$ cat src/rtl/fpwg_pkg.sv
`default_nettype none
// ---------------------------------------------------------------------------
// fpwg_pkg
// Shared types and constants for the framebuffer pixel write generator.
// ---------------------------------------------------------------------------
package fpwg_pkg;

   localparam int ADDR_W    = 26;
   localparam int ROW_W     = 14;
   localparam int COORD_W   = 12;
   localparam int COLOR_W   = 32;
   localparam int GRAN_W    = 16;
   localparam int GPB_W     = 7;
   localparam int BANK_W    = 11;
   localparam int CSR_IDX_W = 3;
   localparam int CSR_DAT_W = 14;

   // Pixel format codes.
   localparam logic [2:0] FMT_1BPP   = 3'd0;
   localparam logic [2:0] FMT_2BPP   = 3'd1;
   localparam logic [2:0] FMT_PLANAR = 3'd2;
   localparam logic [2:0] FMT_8BPP   = 3'd3;
   localparam logic [2:0] FMT_16BPP  = 3'd4;
   localparam logic [2:0] FMT_24BPP  = 3'd5;
   localparam logic [2:0] FMT_32BPP  = 3'd6;

   // Register indexes on the configuration port.
   localparam logic [CSR_IDX_W-1:0] CSR_ROW_BYTES   = 3'd0;
   localparam logic [CSR_IDX_W-1:0] CSR_PIXEL_FMT   = 3'd1;
   localparam logic [CSR_IDX_W-1:0] CSR_BANKED      = 3'd2;
   localparam logic [CSR_IDX_W-1:0] CSR_GRANULES    = 3'd3;
   localparam logic [CSR_IDX_W-1:0] CSR_WINDOW_SEL  = 3'd4;

   typedef enum logic [1:0] {
      ST_IDLE,
      ST_MULT,
      ST_SUM,
      ST_EMIT
   } state_type;

   typedef struct packed {
      logic       load;
      logic       mult;
      logic       sum;
      logic       emit;
      logic [1:0] index;
      logic       last;
   } cmd_type;

   typedef struct packed {
      logic [2:0] nres;
      logic       out_free;
   } status_type;

endpackage
`default_nettype wire

$ cat src/rtl/fpwg_ctrl.sv
`default_nettype none
// ---------------------------------------------------------------------------
// fpwg_ctrl
// Sequencer: takes a pixel, steps the datapath through the row multiply and
// offset sum, then issues one byte write per cycle while the output register is free, until the pixel is done.
// ---------------------------------------------------------------------------
module fpwg_ctrl
   import fpwg_pkg::*;
(
   input  wire logic       clock,
   input  wire logic       reset,
   input  wire logic       req_valid,
   output logic            req_stall,
   input  wire status_type sts,
   output cmd_type         cmd
);

   state_type  state_ff, state_in;
   logic [1:0] idx_ff, idx_in;
   logic       last;

   always_ff @(posedge clock) begin
      if (reset) begin
         state_ff <= ST_IDLE;
         idx_ff   <= '0;
      end else begin
         state_ff <= state_in;
         idx_ff   <= idx_in;
      end
   end

   assign last = ({1'b0, idx_ff} + 3'd1) == sts.nres;

   always_comb begin
      state_in  = state_ff;
      idx_in    = idx_ff;
      req_stall = 1'b1;
      cmd       = '0;
      cmd.index = idx_ff;
      cmd.last  = last;
      case (state_ff)
         ST_IDLE: begin
            req_stall = 1'b0;
            cmd.load  = req_valid;
            // An unused format code produces nothing, so stay idle.
            if (req_valid && sts.nres != 3'd0) begin
               state_in = ST_MULT;
            end
         end
         ST_MULT: begin
            cmd.mult = 1'b1;
            state_in = ST_SUM;
         end
         ST_SUM: begin
            cmd.sum  = 1'b1;
            idx_in   = '0;
            state_in = ST_EMIT;
         end
         ST_EMIT: begin
            if (sts.out_free) begin
               cmd.emit = 1'b1;
               if (last) begin
                  state_in = ST_IDLE;
               end else begin
                  idx_in = idx_ff + 2'd1;
               end
            end
         end
         default: begin
            state_in = ST_IDLE;
         end
      endcase
   end

endmodule
`default_nettype wire

$ cat src/rtl/fpwg_dp.sv
`default_nettype none
// ---------------------------------------------------------------------------
// fpwg_dp
// Datapath: configuration registers, row multiply, byte offset, bank
// tracking and the registered result stage.
// ---------------------------------------------------------------------------
module fpwg_dp
   import fpwg_pkg::*;
#(
   parameter int WINDOW_BITS = 16
) (
   input  wire logic                 clock,
   input  wire logic                 reset,
   input  wire cmd_type              cmd,
   output status_type                sts,
   input  wire logic                 csr_valid,
   input  wire logic [CSR_IDX_W-1:0] csr_index,
   input  wire logic [CSR_DAT_W-1:0] csr_data,
   input  wire logic [COORD_W-1:0]   req_pixel_x,
   input  wire logic [COORD_W-1:0]   req_pixel_y,
   input  wire logic [COLOR_W-1:0]   req_color,
   output logic                      rsp_valid,
   input  wire logic                 rsp_stall,
   output logic [ADDR_W-1:0]         rsp_byte_address,
   output logic [7:0]                rsp_byte_data,
   output logic [7:0]                rsp_bit_mask,
   output logic [1:0]                rsp_plane,
   output logic                      rsp_planar,
   output logic                      rsp_bank_switch,
   output logic [GRAN_W-1:0]         rsp_bank_granule,
   output logic                      rsp_bank_window,
   output logic                      rsp_last
);

   localparam logic [ADDR_W-1:0] WIN_MASK = (ADDR_W'(1) << WINDOW_BITS) - ADDR_W'(1);

   // Configuration.
   logic [ROW_W-1:0] row_bytes_ff;
   logic [2:0]       fmt_ff;
   logic             banked_ff;
   logic [GPB_W-1:0] gpb_ff;
   logic             win_sel_ff;

   // Pixel and offset working registers.
   logic [COORD_W-1:0] x_ff;
   logic [COORD_W-1:0] y_ff;
   logic [COLOR_W-1:0] c_ff;
   logic [ADDR_W-1:0]  prod_ff;
   logic [ROW_W-1:0]   xoff_ff;
   logic [ROW_W-1:0]   xoff_in;
   logic [ADDR_W-1:0]  offs_ff;

   // Bank tracking.
   logic [BANK_W-1:0] cur_bank_ff;
   logic              bank_ok_ff;

   // Result stage.
   logic              out_valid_ff, out_valid_in;
   logic [ADDR_W-1:0] out_addr_ff, out_addr_in;
   logic [7:0]        out_data_ff, out_data_in;
   logic [7:0]        out_mask_ff, out_mask_in;
   logic [1:0]        out_plane_ff, out_plane_in;
   logic              out_planar_ff, out_planar_in;
   logic              out_sw_ff, out_sw_in;
   logic [GRAN_W-1:0] out_gran_ff, out_gran_in;
   logic              out_win_ff, out_win_in;
   logic              out_last_ff;

   logic                bytewise;
   logic [ADDR_W-1:0]   offset;
   logic [ADDR_W-1:0]   bank_full;
   logic [BANK_W-1:0]   bank;
   logic [BANK_W+GPB_W-1:0] gran_prod;
   logic                new_bank;
   logic [7:0]          pix_mask1;
   logic [7:0]          pix_mask2;
   logic [COLOR_W-1:0]  c_shift;

   always_ff @(posedge clock) begin
      if (reset) begin
         row_bytes_ff <= ROW_W'(640);
         fmt_ff       <= FMT_8BPP;
         banked_ff    <= 1'b0;
         gpb_ff       <= GPB_W'(1);
         win_sel_ff   <= 1'b0;
      end else if (csr_valid) begin
         case (csr_index)
            CSR_ROW_BYTES:  row_bytes_ff <= csr_data;
            CSR_PIXEL_FMT:  fmt_ff       <= csr_data[2:0];
            CSR_BANKED:     banked_ff    <= csr_data[0];
            CSR_GRANULES:   gpb_ff       <= csr_data[GPB_W-1:0];
            CSR_WINDOW_SEL: win_sel_ff   <= csr_data[0];
            default: ;
         endcase
      end
   end

   always_comb begin
      case (fmt_ff)
         FMT_1BPP, FMT_PLANAR: xoff_in = ROW_W'(x_ff >> 3);
         FMT_2BPP:             xoff_in = ROW_W'(x_ff >> 2);
         FMT_8BPP:             xoff_in = ROW_W'(x_ff);
         FMT_16BPP:            xoff_in = {1'b0, x_ff, 1'b0};
         FMT_24BPP:            xoff_in = ROW_W'(x_ff) + {1'b0, x_ff, 1'b0};
         FMT_32BPP:            xoff_in = {x_ff, 2'b00};
         default:              xoff_in = '0;
      endcase
   end

   always_ff @(posedge clock) begin
      if (cmd.load) begin
         x_ff <= req_pixel_x;
         y_ff <= req_pixel_y;
         c_ff <= req_color;
      end
      if (cmd.mult) begin
         prod_ff <= row_bytes_ff * y_ff;
         xoff_ff <= xoff_in;
      end
      if (cmd.sum) begin
         offs_ff <= prod_ff + ADDR_W'(xoff_ff);
      end
   end

   always_comb begin
      sts.out_free = !out_valid_ff || !rsp_stall;
      case (fmt_ff)
         FMT_1BPP, FMT_2BPP:   sts.nres = 3'd1;
         FMT_PLANAR:           sts.nres = 3'd4;
         FMT_8BPP:             sts.nres = 3'd1;
         FMT_16BPP:            sts.nres = 3'd2;
         FMT_24BPP:            sts.nres = 3'd3;
         FMT_32BPP:            sts.nres = 3'd4;
         default:              sts.nres = 3'd0;
      endcase
   end

   assign bytewise  = fmt_ff inside {FMT_8BPP, FMT_16BPP, FMT_24BPP, FMT_32BPP};
   assign offset    = bytewise ? offs_ff + ADDR_W'(cmd.index) : offs_ff;
   assign bank_full = offset >> WINDOW_BITS;
   assign bank      = bank_full[BANK_W-1:0];
   assign gran_prod = bank * gpb_ff;
   assign new_bank  = banked_ff && bytewise && (!bank_ok_ff || bank != cur_bank_ff);
   assign pix_mask1 = 8'h80 >> x_ff[2:0];
   assign pix_mask2 = 8'hC0 >> {x_ff[1:0], 1'b0};
   assign c_shift   = c_ff >> {cmd.index, 3'b000};

   always_comb begin
      out_addr_in   = (banked_ff && bytewise) ? (offset & WIN_MASK) : offset;
      out_data_in   = c_shift[7:0];
      out_mask_in   = 8'hFF;
      out_plane_in  = 2'd0;
      out_planar_in = 1'b0;
      out_sw_in     = new_bank;
      out_gran_in   = new_bank ? gran_prod[GRAN_W-1:0] : '0;
      out_win_in    = new_bank & win_sel_ff;
      case (fmt_ff)
         FMT_1BPP: begin
            out_data_in = {8{c_ff[0]}};
            out_mask_in = pix_mask1;
         end
         FMT_2BPP: begin
            out_data_in = {4{c_ff[1:0]}};
            out_mask_in = pix_mask2;
         end
         FMT_PLANAR: begin
            out_data_in   = {8{c_ff[cmd.index]}};
            out_mask_in   = pix_mask1;
            out_plane_in  = cmd.index;
            out_planar_in = 1'b1;
         end
         default: ;
      endcase
   end

   always_comb begin
      out_valid_in = out_valid_ff && rsp_stall;
      if (cmd.emit) begin
         out_valid_in = 1'b1;
      end
   end

   always_ff @(posedge clock) begin
      if (reset) begin
         out_valid_ff <= 1'b0;
         cur_bank_ff  <= '1;
         bank_ok_ff   <= 1'b0;
      end else begin
         out_valid_ff <= out_valid_in;
         if (cmd.emit && new_bank) begin
            cur_bank_ff <= bank;
            bank_ok_ff  <= 1'b1;
         end
      end
   end

   always_ff @(posedge clock) begin
      if (cmd.emit) begin
         out_addr_ff   <= out_addr_in;
         out_data_ff   <= out_data_in;
         out_mask_ff   <= out_mask_in;
         out_plane_ff  <= out_plane_in;
         out_planar_ff <= out_planar_in;
         out_sw_ff     <= out_sw_in;
         out_gran_ff   <= out_gran_in;
         out_win_ff    <= out_win_in;
         out_last_ff   <= cmd.last;
      end
   end

   assign rsp_valid        = out_valid_ff;
   assign rsp_byte_address = out_addr_ff;
   assign rsp_byte_data    = out_data_ff;
   assign rsp_bit_mask     = out_mask_ff;
   assign rsp_plane        = out_plane_ff;
   assign rsp_planar       = out_planar_ff;
   assign rsp_bank_switch  = out_sw_ff;
   assign rsp_bank_granule = out_gran_ff;
   assign rsp_bank_window  = out_win_ff;
   assign rsp_last         = out_last_ff;

endmodule
`default_nettype wire

$ cat src/rtl/framebuffer_pixel_write_generator.sv
`default_nettype none
// ---------------------------------------------------------------------------
// framebuffer_pixel_write_generator
// Turns one pixel (x, y, colour) into the masked byte writes that plot it.
// ---------------------------------------------------------------------------
// A taken pixel passes the registered row multiply and then the offset add;
// its 1 to 4 byte writes follow, one a cycle while the output register is free.
// The next pixel is taken once the last write sits in the output register.
// Synchronous reset restores the register defaults and forgets the current bank.
module framebuffer_pixel_write_generator
   import fpwg_pkg::*;
#(
   parameter int WINDOW_BITS = 16
) (
   input  wire logic                 clock,
   input  wire logic                 reset,
   input  wire logic                 req_valid,
   output logic                      req_stall,
   input  wire logic [COORD_W-1:0]   req_pixel_x,
   input  wire logic [COORD_W-1:0]   req_pixel_y,
   input  wire logic [COLOR_W-1:0]   req_color,
   output logic                      rsp_valid,
   input  wire logic                 rsp_stall,
   output logic [ADDR_W-1:0]         rsp_byte_address,
   output logic [7:0]                rsp_byte_data,
   output logic [7:0]                rsp_bit_mask,
   output logic [1:0]                rsp_plane,
   output logic                      rsp_planar,
   output logic                      rsp_bank_switch,
   output logic [GRAN_W-1:0]         rsp_bank_granule,
   output logic                      rsp_bank_window,
   output logic                      rsp_last,
   input  wire logic                 csr_valid,
   output logic                      csr_ready,
   input  wire logic [CSR_IDX_W-1:0] csr_index,
   input  wire logic [CSR_DAT_W-1:0] csr_data
);

   cmd_type    cmd;
   status_type sts;

   assign csr_ready = 1'b1;

   fpwg_ctrl u_ctrl (
      .clock     (clock),
      .reset     (reset),
      .req_valid (req_valid),
      .req_stall (req_stall),
      .sts       (sts),
      .cmd       (cmd)
   );

   fpwg_dp #(
      .WINDOW_BITS (WINDOW_BITS)
   ) u_dp (
      .clock            (clock),
      .reset            (reset),
      .cmd              (cmd),
      .sts              (sts),
      .csr_valid        (csr_valid && csr_ready),
      .csr_index        (csr_index),
      .csr_data         (csr_data),
      .req_pixel_x      (req_pixel_x),
      .req_pixel_y      (req_pixel_y),
      .req_color        (req_color),
      .rsp_valid        (rsp_valid),
      .rsp_stall        (rsp_stall),
      .rsp_byte_address (rsp_byte_address),
      .rsp_byte_data    (rsp_byte_data),
      .rsp_bit_mask     (rsp_bit_mask),
      .rsp_plane        (rsp_plane),
      .rsp_planar       (rsp_planar),
      .rsp_bank_switch  (rsp_bank_switch),
      .rsp_bank_granule (rsp_bank_granule),
      .rsp_bank_window  (rsp_bank_window),
      .rsp_last         (rsp_last)
   );

`ifndef SYNTHESIS
   // A pixel that produces writes holds off the next one.
   a_busy_after_take: assert property (@(posedge clock) disable iff (reset)
      (req_valid && !req_stall && sts.nres != 3'd0) |=> req_stall)
      else $error("pixel taken while the previous one is still in progress");

   // Planar writes select one pixel bit and never switch banks.
   a_planar_mask: assert property (@(posedge clock) disable iff (reset)
      (rsp_valid && rsp_planar) |-> ($onehot(rsp_bit_mask) && !rsp_bank_switch))
      else $error("planar write with bad mask or bank switch");

   // Without a bank switch the granule and window fields stay clear.
   a_no_switch_clear: assert property (@(posedge clock) disable iff (reset)
      (rsp_valid && !rsp_bank_switch) |-> (rsp_bank_granule == '0 && !rsp_bank_window))
      else $error("bank fields set without a bank switch");
`endif

endmodule
`default_nettype wire
$ cat config.mk
export PLATFORM = sky130hd
export DESIGN_NAME = framebuffer_pixel_write_generator
export DESIGN_NICKNAME = d
export VERILOG_FILES = /design/src/rtl/fpwg_pkg.sv /design/src/rtl/fpwg_ctrl.sv /design/src/rtl/fpwg_dp.sv /design/src/rtl/framebuffer_pixel_write_generator.sv
export SDC_FILE = /design/constraint.sdc
export NUM_CORES = 1
export LEC_CHECK = 0
export ABC_CLOCK_PERIOD_IN_PS = 5800
export BUFFER_PORTS_ARGS = -buffer_cell sky130_fd_sc_hd__clkbuf_2
export CAP_MARGIN = 0
export CORE_ASPECT_RATIO = 1.1
export CORE_MARGIN = 1.5
export CORE_UTILIZATION = 56
export CTS_CLUSTER_DIAMETER = 80
export DETAILED_ROUTE_END_ITERATION = 10
export GPL_TIMING_DRIVEN = 0
export MAX_ROUTING_LAYER = met4
export PLACE_DENSITY = 0.86
export RECOVER_POWER = 50
export SLEW_MARGIN = 20
export SYNTH_ARGS = -nofsm -noshare
export SYNTH_HDL_FRONTEND = slang
export SYNTH_SLANG_ARGS = --single-unit
$ cat constraint.sdc
create_clock -name clock -period 5.8 [get_ports clock]
set_input_delay 1.45 -clock clock [delete_from_list [all_inputs] [get_ports clock]]
set_output_delay 1.45 -clock clock [all_outputs]
set_load 0.005 [all_outputs]
==> impl_summary.log, run 1 <==
INFO  metric status = finished, violations left
INFO  metric failed_checks = max-capacitance violations, max-slew violations
INFO  metric routed-via-count = 14.62k
INFO  metric wl_cell = roughly 19 um
INFO  metric setup_viol = 0
INFO  metric syn_area_per_cell = 10.12 sq um
INFO  metric timing.clock.skew = 0.01288 ns
INFO  metric tritoncts_clock_tree = done
INFO  metric worst-setup-path-type = flip-flop to flip-flop
INFO  metric yosysTopAreaCell = edfxtp_1
INFO  metric arrival = approximately 6.0 ns
INFO  metric grt_antenna_before_repair = 0
INFO  metric wirelength = ~48000 um
INFO  metric critPathCaptureType = flip-flop
INFO  metric multi_input_comb_area = 11280 sq um
INFO  metric critical_path_peak_fanout = 10
INFO  metric clock_sink_count = 229
INFO  metric yosysMostFrequentCell = nand2_1
INFO  metric peakVddDrop = 0.2999 mV
INFO  metric die-width = 176.8 um
INFO  metric final_nets = between 2k and 2.5k
INFO  metric post_detailed_route_count_of_antenna_violating_nets = 0
INFO  metric dpl_cell_area = 19930 sq um
INFO  metric hold_violations = 0
INFO  metric post_synth_xor_area_fraction = ~4.1%
INFO  metric synth.net_count = ~2.2k
INFO  metric total_track_usage = ~28%
INFO  metric cts_hold_buffers = 0
INFO  metric seq_area_frac_synth = 34.66%
INFO  metric yosys_register_bits = 229
INFO  metric rsz0062_at_grt = yes
INFO  metric synth-edff-count = 186
INFO  metric synthAdderAreaFrac = a little over a quarter
INFO  metric final_layout_size_suffix_gt1_share = 15.59%
INFO  metric fp.coreArea = 32550 sq um
INFO  metric worstMarginPinSlew = 1.788 ns
INFO  metric finalNonFillerCells = 2498
INFO  metric final-seq-area = 6449 sq um
INFO  metric critical_path.cell_chain = buf_4, fa_2, and3_1, nand4_1, buf_4, xnor2_4, and2_2, fa_1, inv_1, fa_1, fa_1, fa_1, inv_1, ha_2, a21o_1, a31oi_2, o21ai_1, o211ai_1, buf_4, xor2_1, nor2_1
INFO  metric synth_cell_types = 82
INFO  metric globalRouteOverflowTotal = 0
INFO  metric synth_cells = between 1.5k and 2k
INFO  metric final.hold.worst_slack = ~0.46 ns
INFO  metric synth_compound_area_share = around 9.0%
INFO  metric htree_levels = 1
INFO  metric timing_max_transition_violations_final = 36
INFO  metric initial_utilization = a little under three fifths
INFO  metric detailed_place_hpwl = 36270 um
INFO  metric grt_first_pass_wirelength = 74290 um
INFO  metric viasPerCell = about 5.9
INFO  metric synth.yosys.warnings = 0
INFO  metric crit_slowest_cell = fa_1
INFO  metric portBuffers = 143
INFO  metric postSynth.topFlopCell = edfxtp_1
INFO  metric fp.dieArea = about 34000 sq um
INFO  metric clock_insertion_delay_worst_skew = 0.55 ns
INFO  metric synth_simple_gate_area_share = 17.36%
INFO  metric die_h = 194.1 um
INFO  metric power.static_leakage = just over 9 nW
INFO  metric final_cell_area = 21380 sq um
INFO  metric post-route-util = around 66%
INFO  metric layout-area-overhead-vs-synth = 14.97%
INFO  metric drt_first_iter_violations = 1135
INFO  metric antennaDiodeCount = 0
INFO  metric netlist_area = 18600 sq um
INFO  metric maxCapViolCount = 1
INFO  metric worst_slew_slack_as_a_fraction_of_its_limit = -19.21%
INFO  metric final.min_clock_period = about 5.7 ns
INFO  metric clk_transition_reported_paths = 0.06 ns
INFO  metric fillers = 2355
INFO  metric data_required_critical_path = between 6 and 7 ns
INFO  metric slowest_delay = 0.55 ns
INFO  metric cts-root-to-sink-buffers = 3
INFO  metric cell_types_with_the_highest_counts_after_synthesis = nand2_1 (245), inv_1 (223), edfxtp_1 (186)
INFO  metric inst_count_dp = 2410
INFO  metric netlist_top_cells_area = edfxtp_1 (30%), fa_1 (17%), ha_1 (8.9%)
INFO  metric post_synth_mux_area_share = 2.213%
INFO  metric synth_top_family_by_area = adder cells
INFO  metric drt_pass1_iterations = 5
INFO  metric cts_buffers = 26
INFO  metric grt_max_degree = 57
INFO  metric grt_pass1_vias = 14.74k
INFO  metric synthDominantCellAreaShare = 30.03%
INFO  metric timing.critical_path.mode_cell = fa_1
INFO  metric worstHoldPathType = flip-flop to flip-flop
INFO  metric ioPinCount = 145
INFO  metric rows = 69
INFO  metric place.gp.congestion = roughly 1.0
INFO  metric start_kind = flip-flop
INFO  metric p_per_area = 355.8 nW/um^2
INFO  metric timing.final.crit_share = a little over nine tenths
INFO  metric asyncSetResetFlopFracSynth = 0%
INFO  metric cts-root-buf = clkbuf_16
INFO  metric fin_setup_tns = 0 ns
INFO  metric post-route-drc-count = 0
INFO  metric fmax = 174.3 MHz
[power by group]
group	internal (mW)	total [mW]	switching, mW
clock	0.928	1.60	0.672
combinational	1.38	3.34	1.96
sequential	2.38	2.67	0.290
total	4.69	7.61	2.92
[metal layers]
metal	track usage (%)	wire length (um)	up-vias
li1	-	-	6674
met1	33.07	18060	7124
met2	47.79	23580	661
met3	4.059	3412	161
met4	13.28	2484	0
met5	-	0	-
[cells by family after synthesis]
family | after synthesis
xor gates and xnor gates | 87
buffers and inverters | 305
and+or+nand+nor | 635
other | 1
DFF | 229
AOI/OAI and AO/OA | 258
adders and majority gates | 294
muxes | 29
[placed cells by master (no fill, tap or decap), types with 23 or more instances in the layout]
cell type  count
nand2_1      242
inv_1        223
edfxtp_1     186
fa_1         160
clkbuf_2     156
ha_1         128
and2_1       104
nor2_1        78
a21oi_1       74
clkbuf_1      58
xnor2_1       55
buf_4         44
o21ai_0       43
dfxtp_1       41
nand3_1       35
clkbuf_16     26
a31oi_1       23
[repair_timing]
action                     CTS  global route
gates resized for setup     32            48
pin swaps                    8            21
setup endpoints to repair   11            12
cloned                       0             1
setup buffers               19            23
[sequential cells by signal, summed over array words and instances, names as in the netlist, 2 cells and up]
signal and flops:
u_dp.prod_ff 26, u_dp.fmt_ff 3, u_ctrl.idx_ff 2, u_dp.rsp_bit_mask 8, u_dp.xoff_ff 14, u_dp.offs_ff 26
u_dp.c_ff 32, u_dp.rsp_plane 2, u_dp.gpb_ff 7, u_dp.x_ff 12, u_ctrl.state_ff 2, u_dp.rsp_byte_address 26
u_dp.rsp_byte_data 8, u_dp.y_ff 12, u_dp.cur_bank_ff 11, u_dp.rsp_bank_granule 16, u_dp.row_bytes_ff 14
[stage by stage]
step	setup slack (ns)	total power, mW
after detailed placement	-0.6649	5.824
after global routing	-0.1548	8.094
after floorplan	0.2537	4.908
after global placement	-0.5614	5.640
after CTS	0.01447	7.517
final	0.06439	7.608
[area by class of cell]
| cell class | instances | share of cell area [%] |
|---|---|---|
| plain buffers | 78 | 1.632 |
| clock buffers | 32 | 3.195 |
| clock inverters | 16 | 0.7021 |
| inverters | 224 | 3.932 |
| multi-input cells | 1305 | 52.74 |
| flip-flops and latches | 229 | 30.16 |
| well taps | 426 | 2.493 |
| repair buffers | 188 | 5.149 |
[worst paths after layout]
kind,from,to,slack [ns],depth (start not counted)
min reg2reg,u_dp.gpb_ff[3],u_dp.gpb_ff[3],0.46,2
min,u_dp.gpb_ff[3],u_dp.gpb_ff[3],0.46,2
max,u_dp.offs_ff[1],u_dp.rsp_bank_granule[13],0.06,21
max reg2reg,u_dp.offs_ff[1],u_dp.rsp_bank_granule[13],0.06,21
[critical path, delay by kind of cell (launching register included)]
family | cells | cell delay [ns]
and+or+nand+nor | 4 | 0.61
AOI/OAI and AO/OA | 4 | 0.75
xor gates and xnor gates | 2 | 0.29
buffers and inverters | 5 | 0.62
adders and majority gates | 6 | 2.76
DFF | 1 | 0.45
(Power assumes the default switching activity.)
==> inputs of run 2 (changes only) <==
- CORE_UTILIZATION: 56 -> 57
- CTS_BUF_LIST: default -> sky130_fd_sc_hd__clkbuf_4 sky130_fd_sc_hd__clkbuf_8
- GPL_TIMING_DRIVEN: 0 -> default
- PLACE_DENSITY: 0.86 -> 0.87
==> impl_summary.log, run 2 (synthesis results as in run 1) <==
INFO  metric grt_max_degree = 57 (unchanged)
INFO  metric highest-signal-layer = met4
INFO  metric clock_insertion_delay_worst_skew = 0.58 ns (+0.03 ns)
INFO  metric critical_path_peak_fanout = 6 (-4)
INFO  metric fmax = 173.4 MHz (-0.54%)
INFO  metric post_detailed_route_count_of_antenna_violating_nets = 0 (unchanged)
INFO  metric setup_viol = 0 (unchanged)
INFO  metric layout.cells.most_common = nand2_1
INFO  metric place.gp.congestion = 0.9243 (-7.1%)
INFO  metric timing.final.crit_share = 99.42% (+0.53 points)
INFO  metric clk_transition_reported_paths = 0.07 ns (about the same)
INFO  metric cts-root-to-sink-buffers = 3 (unchanged)
INFO  metric grt_first_pass_wirelength = 70420 um (-5.2%)
INFO  metric drt_pass1_iterations = 7 (+2)
INFO  metric rows = 69 (unchanged)
INFO  metric total_track_usage = 27.07% (-1.2 points)
INFO  metric htree_levels = 2 (+1)
INFO  metric wl_cell = 18.10 um (-4.9%)
INFO  metric inst_count_dp = 2370 (-1.7%)
INFO  metric final_layout_size_suffix_gt1_share = 16.32% (+0.74 points)
INFO  metric start_kind = flip-flop
INFO  metric die-width = 175.2 um (-0.87%)
INFO  metric p_per_area = 355.7 nW/um^2 (about the same)
INFO  metric hold_violations = 0 (unchanged)
INFO  metric final.min_clock_period = 5.767 ns (+0.03102 ns)
INFO  metric peakVddDrop = 0.2083 mV (-31%)
INFO  metric timing_max_transition_violations_final = 196 (+440%)
INFO  metric maxCapViolCount = 5 (+4)
INFO  metric drt_first_iter_violations = 1336 (+18%)
INFO  metric most-common-layout-cells = nand2_1 (244), inv_1 (222), edfxtp_1 (186), fa_1 (160), clkbuf_2 (140)
INFO  metric final.hold.worst_slack = 0.4951 ns (+0.03731 ns)
INFO  metric worst-setup-path-type = flip-flop to flip-flop
INFO  metric tritoncts_clock_tree = done
INFO  metric cts-root-buf = clkbuf_8
INFO  metric detailed_place_hpwl = 33980 um (-6.3%)
INFO  metric largest_register = u_dp.c_ff
INFO  metric arrival = 6.06 ns (+0.03 ns)
INFO  metric setup.reg_to_reg.worst_slack = 0.03 ns (-0.03 ns)
INFO  metric max_reg_flops = 32 (unchanged)
INFO  metric cts_buffers = 39 (+50%)
INFO  metric status = finished, violations left
INFO  metric wirelength = 44760 um (-5.8%)
INFO  metric portBuffers = 143 (unchanged)
INFO  metric power.static_leakage = 9.251 nW (-0.66%)
INFO  metric cts_hold_buffers = 0 (unchanged)
INFO  metric ioPinCount = 145 (unchanged)
INFO  metric grt_pass1_vias = 14.48k (-1.8%)
INFO  metric critPathCaptureType = flip-flop
INFO  metric post-route-drc-count = 0 (unchanged)
INFO  metric wl_met3 = 2975 um (-13%)
INFO  metric viasPerCell = 5.824 (-0.50%)
INFO  metric data_required_critical_path = 6.09 ns (about the same)
INFO  metric globalRouteOverflowTotal = 0 (unchanged)
INFO  metric routed-via-count = 14.40k (-1.5%)
INFO  metric die_h = 192.5 um (-0.87%)
INFO  metric initial_utilization = 57.76% (+0.61 points)
INFO  metric met2_length = 23040 um (-2.3%)
INFO  metric fin_setup_tns = 0 ns (unchanged)
INFO  metric post-route-util = 65.32% (-0.38 points)
INFO  metric preCtsSetupSlack = -0.06305 ns (+0.6019 ns)
INFO  metric timing.clock.skew = 0.02187 ns (+0.008986 ns)
INFO  metric fp.coreArea = 32200 sq um (-1.1%)
INFO  metric met1Wirelength = 17170 um (-4.9%)
INFO  metric worst_slew_slack_as_a_fraction_of_its_limit = -120.0% (-100 points)
INFO  metric layout-area-overhead-vs-synth = 13.09%
INFO  metric grt_antenna_before_repair = 1 (+1)
INFO  metric worstHoldPathType = flip-flop to flip-flop
INFO  metric clock_sink_count = 229 (unchanged)
INFO  metric failed_checks = max-capacitance violations, max-slew violations
INFO  metric fp.dieArea = 33720 sq um (-1.7%)
INFO  metric setup_ws = 0.03338 ns (-0.03102 ns)
INFO  metric worstMarginPinSlew = 3.301 ns (+1.512 ns)
INFO  metric finalNonFillerCells = 2473 (-1.0%)
INFO  metric final_nets = 2388 (-1.5%)
run 2: cell count changes in the layout (fill, tap and decap cells not counted), moves of 7 or more:
cell / previous run / this run
clkbuf_1: 58 / 9
clkbuf_8: 1 / 42
clkbuf_16: 26 / 0
buf_4: 44 / 66
clkbuf_2: 156 / 140
clkbuf_4: 1 / 13
xnor2_4: 8 / 1
run 2: critical path, cell delays in order, from the launching register on:
cell and delay (ns):
edfxtp_1 0.37, nand4_1 0.21, nor4_4 0.55, buf_6 0.20, nand3_1 0.14, xnor2_2 0.21
buf_4 0.16, and2_1 0.17, fa_1 0.50, fa_1 0.52, fa_1 0.55, inv_1 0.06
fa_1 0.54, inv_1 0.04, ha_1 0.33, a21o_1 0.18, a31o_2 0.22, a21oi_1 0.25
xor2_1 0.19, nor2_1 0.08
run 2: where the power goes:
group,total (mW),switching [mW],internal (mW),leakage (nW)
Clock,1.55,0.693,0.854,0.438
Combinational,3.22,1.88,1.33,6.73
Sequential,2.72,0.321,2.40,2.08
Total,7.48,2.90,4.59,9.25
run 2: per-layer routing:
layer  vias up  track usage [%]
met2       601            48.14
met5         -                -
met3       143            4.669
met4         0            10.36
li1       6601                -
met1      7057            30.55
run 2: path summary, 6_finish.rpt:
check                                      start                        end  depth (start not counted)
worst min register to register   u_dp.bank_ok_ff            u_dp.bank_ok_ff                          2
worst max register to register  u_dp.offs_ff[15]  u_dp.rsp_bank_granule[10]                         19
worst max-delay path            u_dp.offs_ff[15]  u_dp.rsp_bank_granule[10]                         19
worst min-delay path             u_dp.bank_ok_ff            u_dp.bank_ok_ff                          2
run 2: timing repair:
| item | in CTS | in global routing |
|---|---|---|
| buffers inserted | 0 | 31 |
| resized for setup | 2 | 24 |
| cloned | 0 | 0 |
| endpoints found under the setup margin | 4 | 11 |
| pin swaps | 0 | 17 |
run 2: metrics by stage:
stage	power [mW]	area, sq um
2_1_floorplan	4.908	18600
3_3_place_gp	5.649	19850
3_5_place_dp	5.789	19850
4_1_cts	7.352	20690
5_1_grt	7.982	21030
6_report	7.482	21030
run 2: cell type report:
| class | instances | area (sq um) |
|---|---|---|
| well taps | 426 | 533.0 |
| clock inverters | 16 | 146.4 |
| flip-flops and latches | 229 | 6449 |
| fillers | 2395 | 11170 |
| clock buffers | 55 | 675.6 |
| multi-input cells | 1304 | 11110 |
| repair buffers | 218 | 1274 |
| inverters | 224 | 840.8 |
| diodes | 1 | 2.502 |
==> inputs of run 3 (changes only) <==
--- a/config.mk
+++ b/config.mk
@@ -16,3 +16,2 @@
 export DETAILED_ROUTE_END_ITERATION = 10
-export MAX_ROUTING_LAYER = met4
 export PLACE_DENSITY = 0.87
--- a/constraint.sdc
+++ b/constraint.sdc
@@ -3,2 +3,2 @@
 set_output_delay 1.45 -clock clock [all_outputs]
-set_load 0.005 [all_outputs]
+set_load 0.01 [all_outputs]
==> impl_summary.log, run 3 (synthesis results as in run 1) <==
INFO  metric status = finished, violations left
INFO  metric failed_checks = max-capacitance violations, max-slew violations
INFO  metric fmax = 176.3 MHz (+1.7%)
INFO  metric timing.clock.skew = 0.04674 ns (+0.02488 ns)
INFO  metric drt_first_iter_violations = 1042 (-22%)
INFO  metric clk_transition_reported_paths = 0.06 ns (about the same)
INFO  metric cts_buffers = 40 (+2.6%)
INFO  metric arrival = 5.96 ns (-0.10 ns)
INFO  metric maxCapViolCount = 5 (unchanged)
INFO  metric rsz0062_at_grt = yes
INFO  metric clock_sink_count = 229 (unchanged)
INFO  metric layout-area-overhead-vs-synth = 12.86%
INFO  metric fillers = 2477 (+3.4%)
INFO  metric multi_input_comb_area = 11120 sq um (about the same)
INFO  metric die_h = 192.5 um (unchanged)
INFO  metric power.static_leakage = 9.196 nW (-0.60%)
INFO  metric final.hold.worst_slack = 0.5261 ns (+0.03092 ns)
INFO  metric layout.cells.most_common = nand2_1
INFO  metric wl_cell = 18.09 um (about the same)
INFO  metric ioPinCount = 145 (unchanged)
INFO  metric final-seq-area = 6450 sq um (about the same)
INFO  metric cts_hold_buffers = 0 (unchanged)
INFO  metric worstHoldPathType = flip-flop to flip-flop
INFO  metric globalRouteOverflowTotal = 0 (unchanged)
INFO  metric final.min_clock_period = 5.671 ns (-0.09533 ns)
INFO  metric critical_path_peak_fanout = 8 (+2)
INFO  metric final_layout_size_suffix_gt1_share = 16.09% (-0.23 points)
INFO  metric fp.coreArea = 32200 sq um (unchanged)
INFO  metric htree_levels = 2 (unchanged)
INFO  metric grt_pass1_vias = 14.58k (+0.69%)
INFO  metric tritoncts_clock_tree = done
INFO  metric setup_ws = 0.1287 ns (+0.09533 ns)
INFO  metric cts-root-to-sink-buffers = 3 (unchanged)
INFO  metric clock_insertion_delay_worst_skew = 0.59 ns (about the same)
INFO  metric start_kind = flip-flop
INFO  metric grt_antenna_before_repair = 0 (-1)
INFO  metric antennaDiodeCount = 0 (-1)
INFO  metric routed-via-count = 14.24k (-1.1%)
INFO  metric largest_register = u_dp.c_ff
INFO  metric grt_max_degree = 57 (unchanged)
INFO  metric detailed_place_hpwl = 33710 um (-0.79%)
INFO  metric max_reg_flops = 32 (unchanged)
INFO  metric viasPerCell = 5.793 (-0.52%)
INFO  metric most-common-layout-cells = nand2_1 (243), inv_1 (222), edfxtp_1 (186), fa_1 (160), clkbuf_2 (139)
INFO  metric post-route-drc-count = 0 (unchanged)
INFO  metric total_track_usage = 26.44% (-0.62 points)
INFO  metric preCtsSetupSlack = -0.1036 ns (-0.04052 ns)
INFO  metric drt_pass1_iterations = 5 (-2)
INFO  metric worst_slew_slack_as_a_fraction_of_its_limit = -112.3% (+7.7 points)
INFO  metric wirelength = 44470 um (-0.65%)
INFO  metric initial_utilization = 57.76% (unchanged)
INFO  metric place.gp.congestion = 0.9303 (+0.65%)
INFO  metric portBuffers = 143 (unchanged)
INFO  metric peakVddDrop = 0.2022 mV (-2.9%)
INFO  metric setup_viol = 0 (unchanged)
INFO  metric hold_violations = 0 (unchanged)
INFO  metric critPathCaptureType = flip-flop
INFO  metric cts-root-buf = clkbuf_8
INFO  metric post_detailed_route_count_of_antenna_violating_nets = 0 (unchanged)
INFO  metric rows = 69 (unchanged)
INFO  metric data_required_critical_path = 6.08 ns (about the same)
INFO  metric die-width = 175.2 um (unchanged)
INFO  metric final_nets = 2374 (-0.59%)
INFO  metric p_per_area = 362.2 nW/um^2 (+1.8%)
INFO  metric fp.dieArea = 33720 sq um (unchanged)
INFO  metric worst-setup-path-type = flip-flop to flip-flop
INFO  metric timing_max_transition_violations_final = 196 (unchanged)
INFO  metric fin_setup_tns = 0 ns (unchanged)
INFO  metric worstMarginPinSlew = 3.184 ns (-0.1161 ns)
INFO  metric timing.final.crit_share = 97.78% (-1.6 points)
INFO  metric grt_first_pass_wirelength = 71150 um (+1.0%)
==> run 3: per-layer routing <==
metal | GRT usage (%) | wire [um] | share of wire (%)
met1 | 30.90 | 17080 | 38
met5 | 0 | 0 | 0
met2 | 48.08 | 22720 | 51
met3 | 4.216 | 2950 | 6.6
met4 | 11.64 | 1721 | 3.9
==> run 3: worst max-delay path, cell delays in order, from the launching register on <==
cell and delay, ns:
edfxtp_1 0.40, nand4_1 0.19, nor4_4 0.49, and2_4 0.23, nand2_1 0.12, xnor2_4 0.30, nand2_1 0.11, fa_1 0.51
inv_1 0.06, fa_1 0.50, fa_1 0.54, inv_1 0.05, fa_1 0.53, inv_1 0.07, ha_4 0.16, and2_1 0.14
a31oi_1 0.26, o21ai_2 0.13, o211ai_1 0.25, buf_4 0.15, xor2_1 0.13, nor2_1 0.05
==> run 3: area by class of cell <==
cell class                      instances  share of cell area [%]
Multi-Input combinational cell       1304                   52.98
Sequential cell                       229                   30.73
Timing Repair Buffer                  203                   5.478
Inverter                              224                   4.005
Clock buffer                           53                   3.177
Tap cell                              426                   2.539
Clock inverter                         19                   1.097
==> run 3: path summary, 6_finish.rpt <==
path	to	slack, ns	cells after the start	startpoint
max	u_dp.rsp_bank_granule[13]	0.13	21	u_dp.offs_ff[7]
min	u_dp.bank_ok_ff	0.53	2	u_dp.bank_ok_ff
max reg2reg	u_dp.rsp_bank_granule[13]	0.13	21	u_dp.offs_ff[7]
min reg2reg	u_dp.bank_ok_ff	0.53	2	u_dp.bank_ok_ff
==> run 3: through the flow <==
stage	std cells	utilization, %	instance area [sq um]	power, mW
after floorplan	1838	-	18600	4.929
after global placement	2368	61.59	19830	5.669
after detailed placement	2368	61.59	19830	5.811
after CTS	2440	64.47	20760	7.493
after global routing	2458	65.19	20990	8.083
final	2458	65.19	20990	7.603
==> run 3: what timing repair did <==
item,CTS,global route
setup endpoints to repair,4,10
resized for setup,4,25
setup buffers,0,18
pin swaps,1,11
==> run 3: power breakdown <==
part	internal (mW)	switching, mW	total (mW)
Sequential	2.40	0.325	2.72
Combinational	1.32	1.91	3.23
Clock	0.948	0.707	1.66
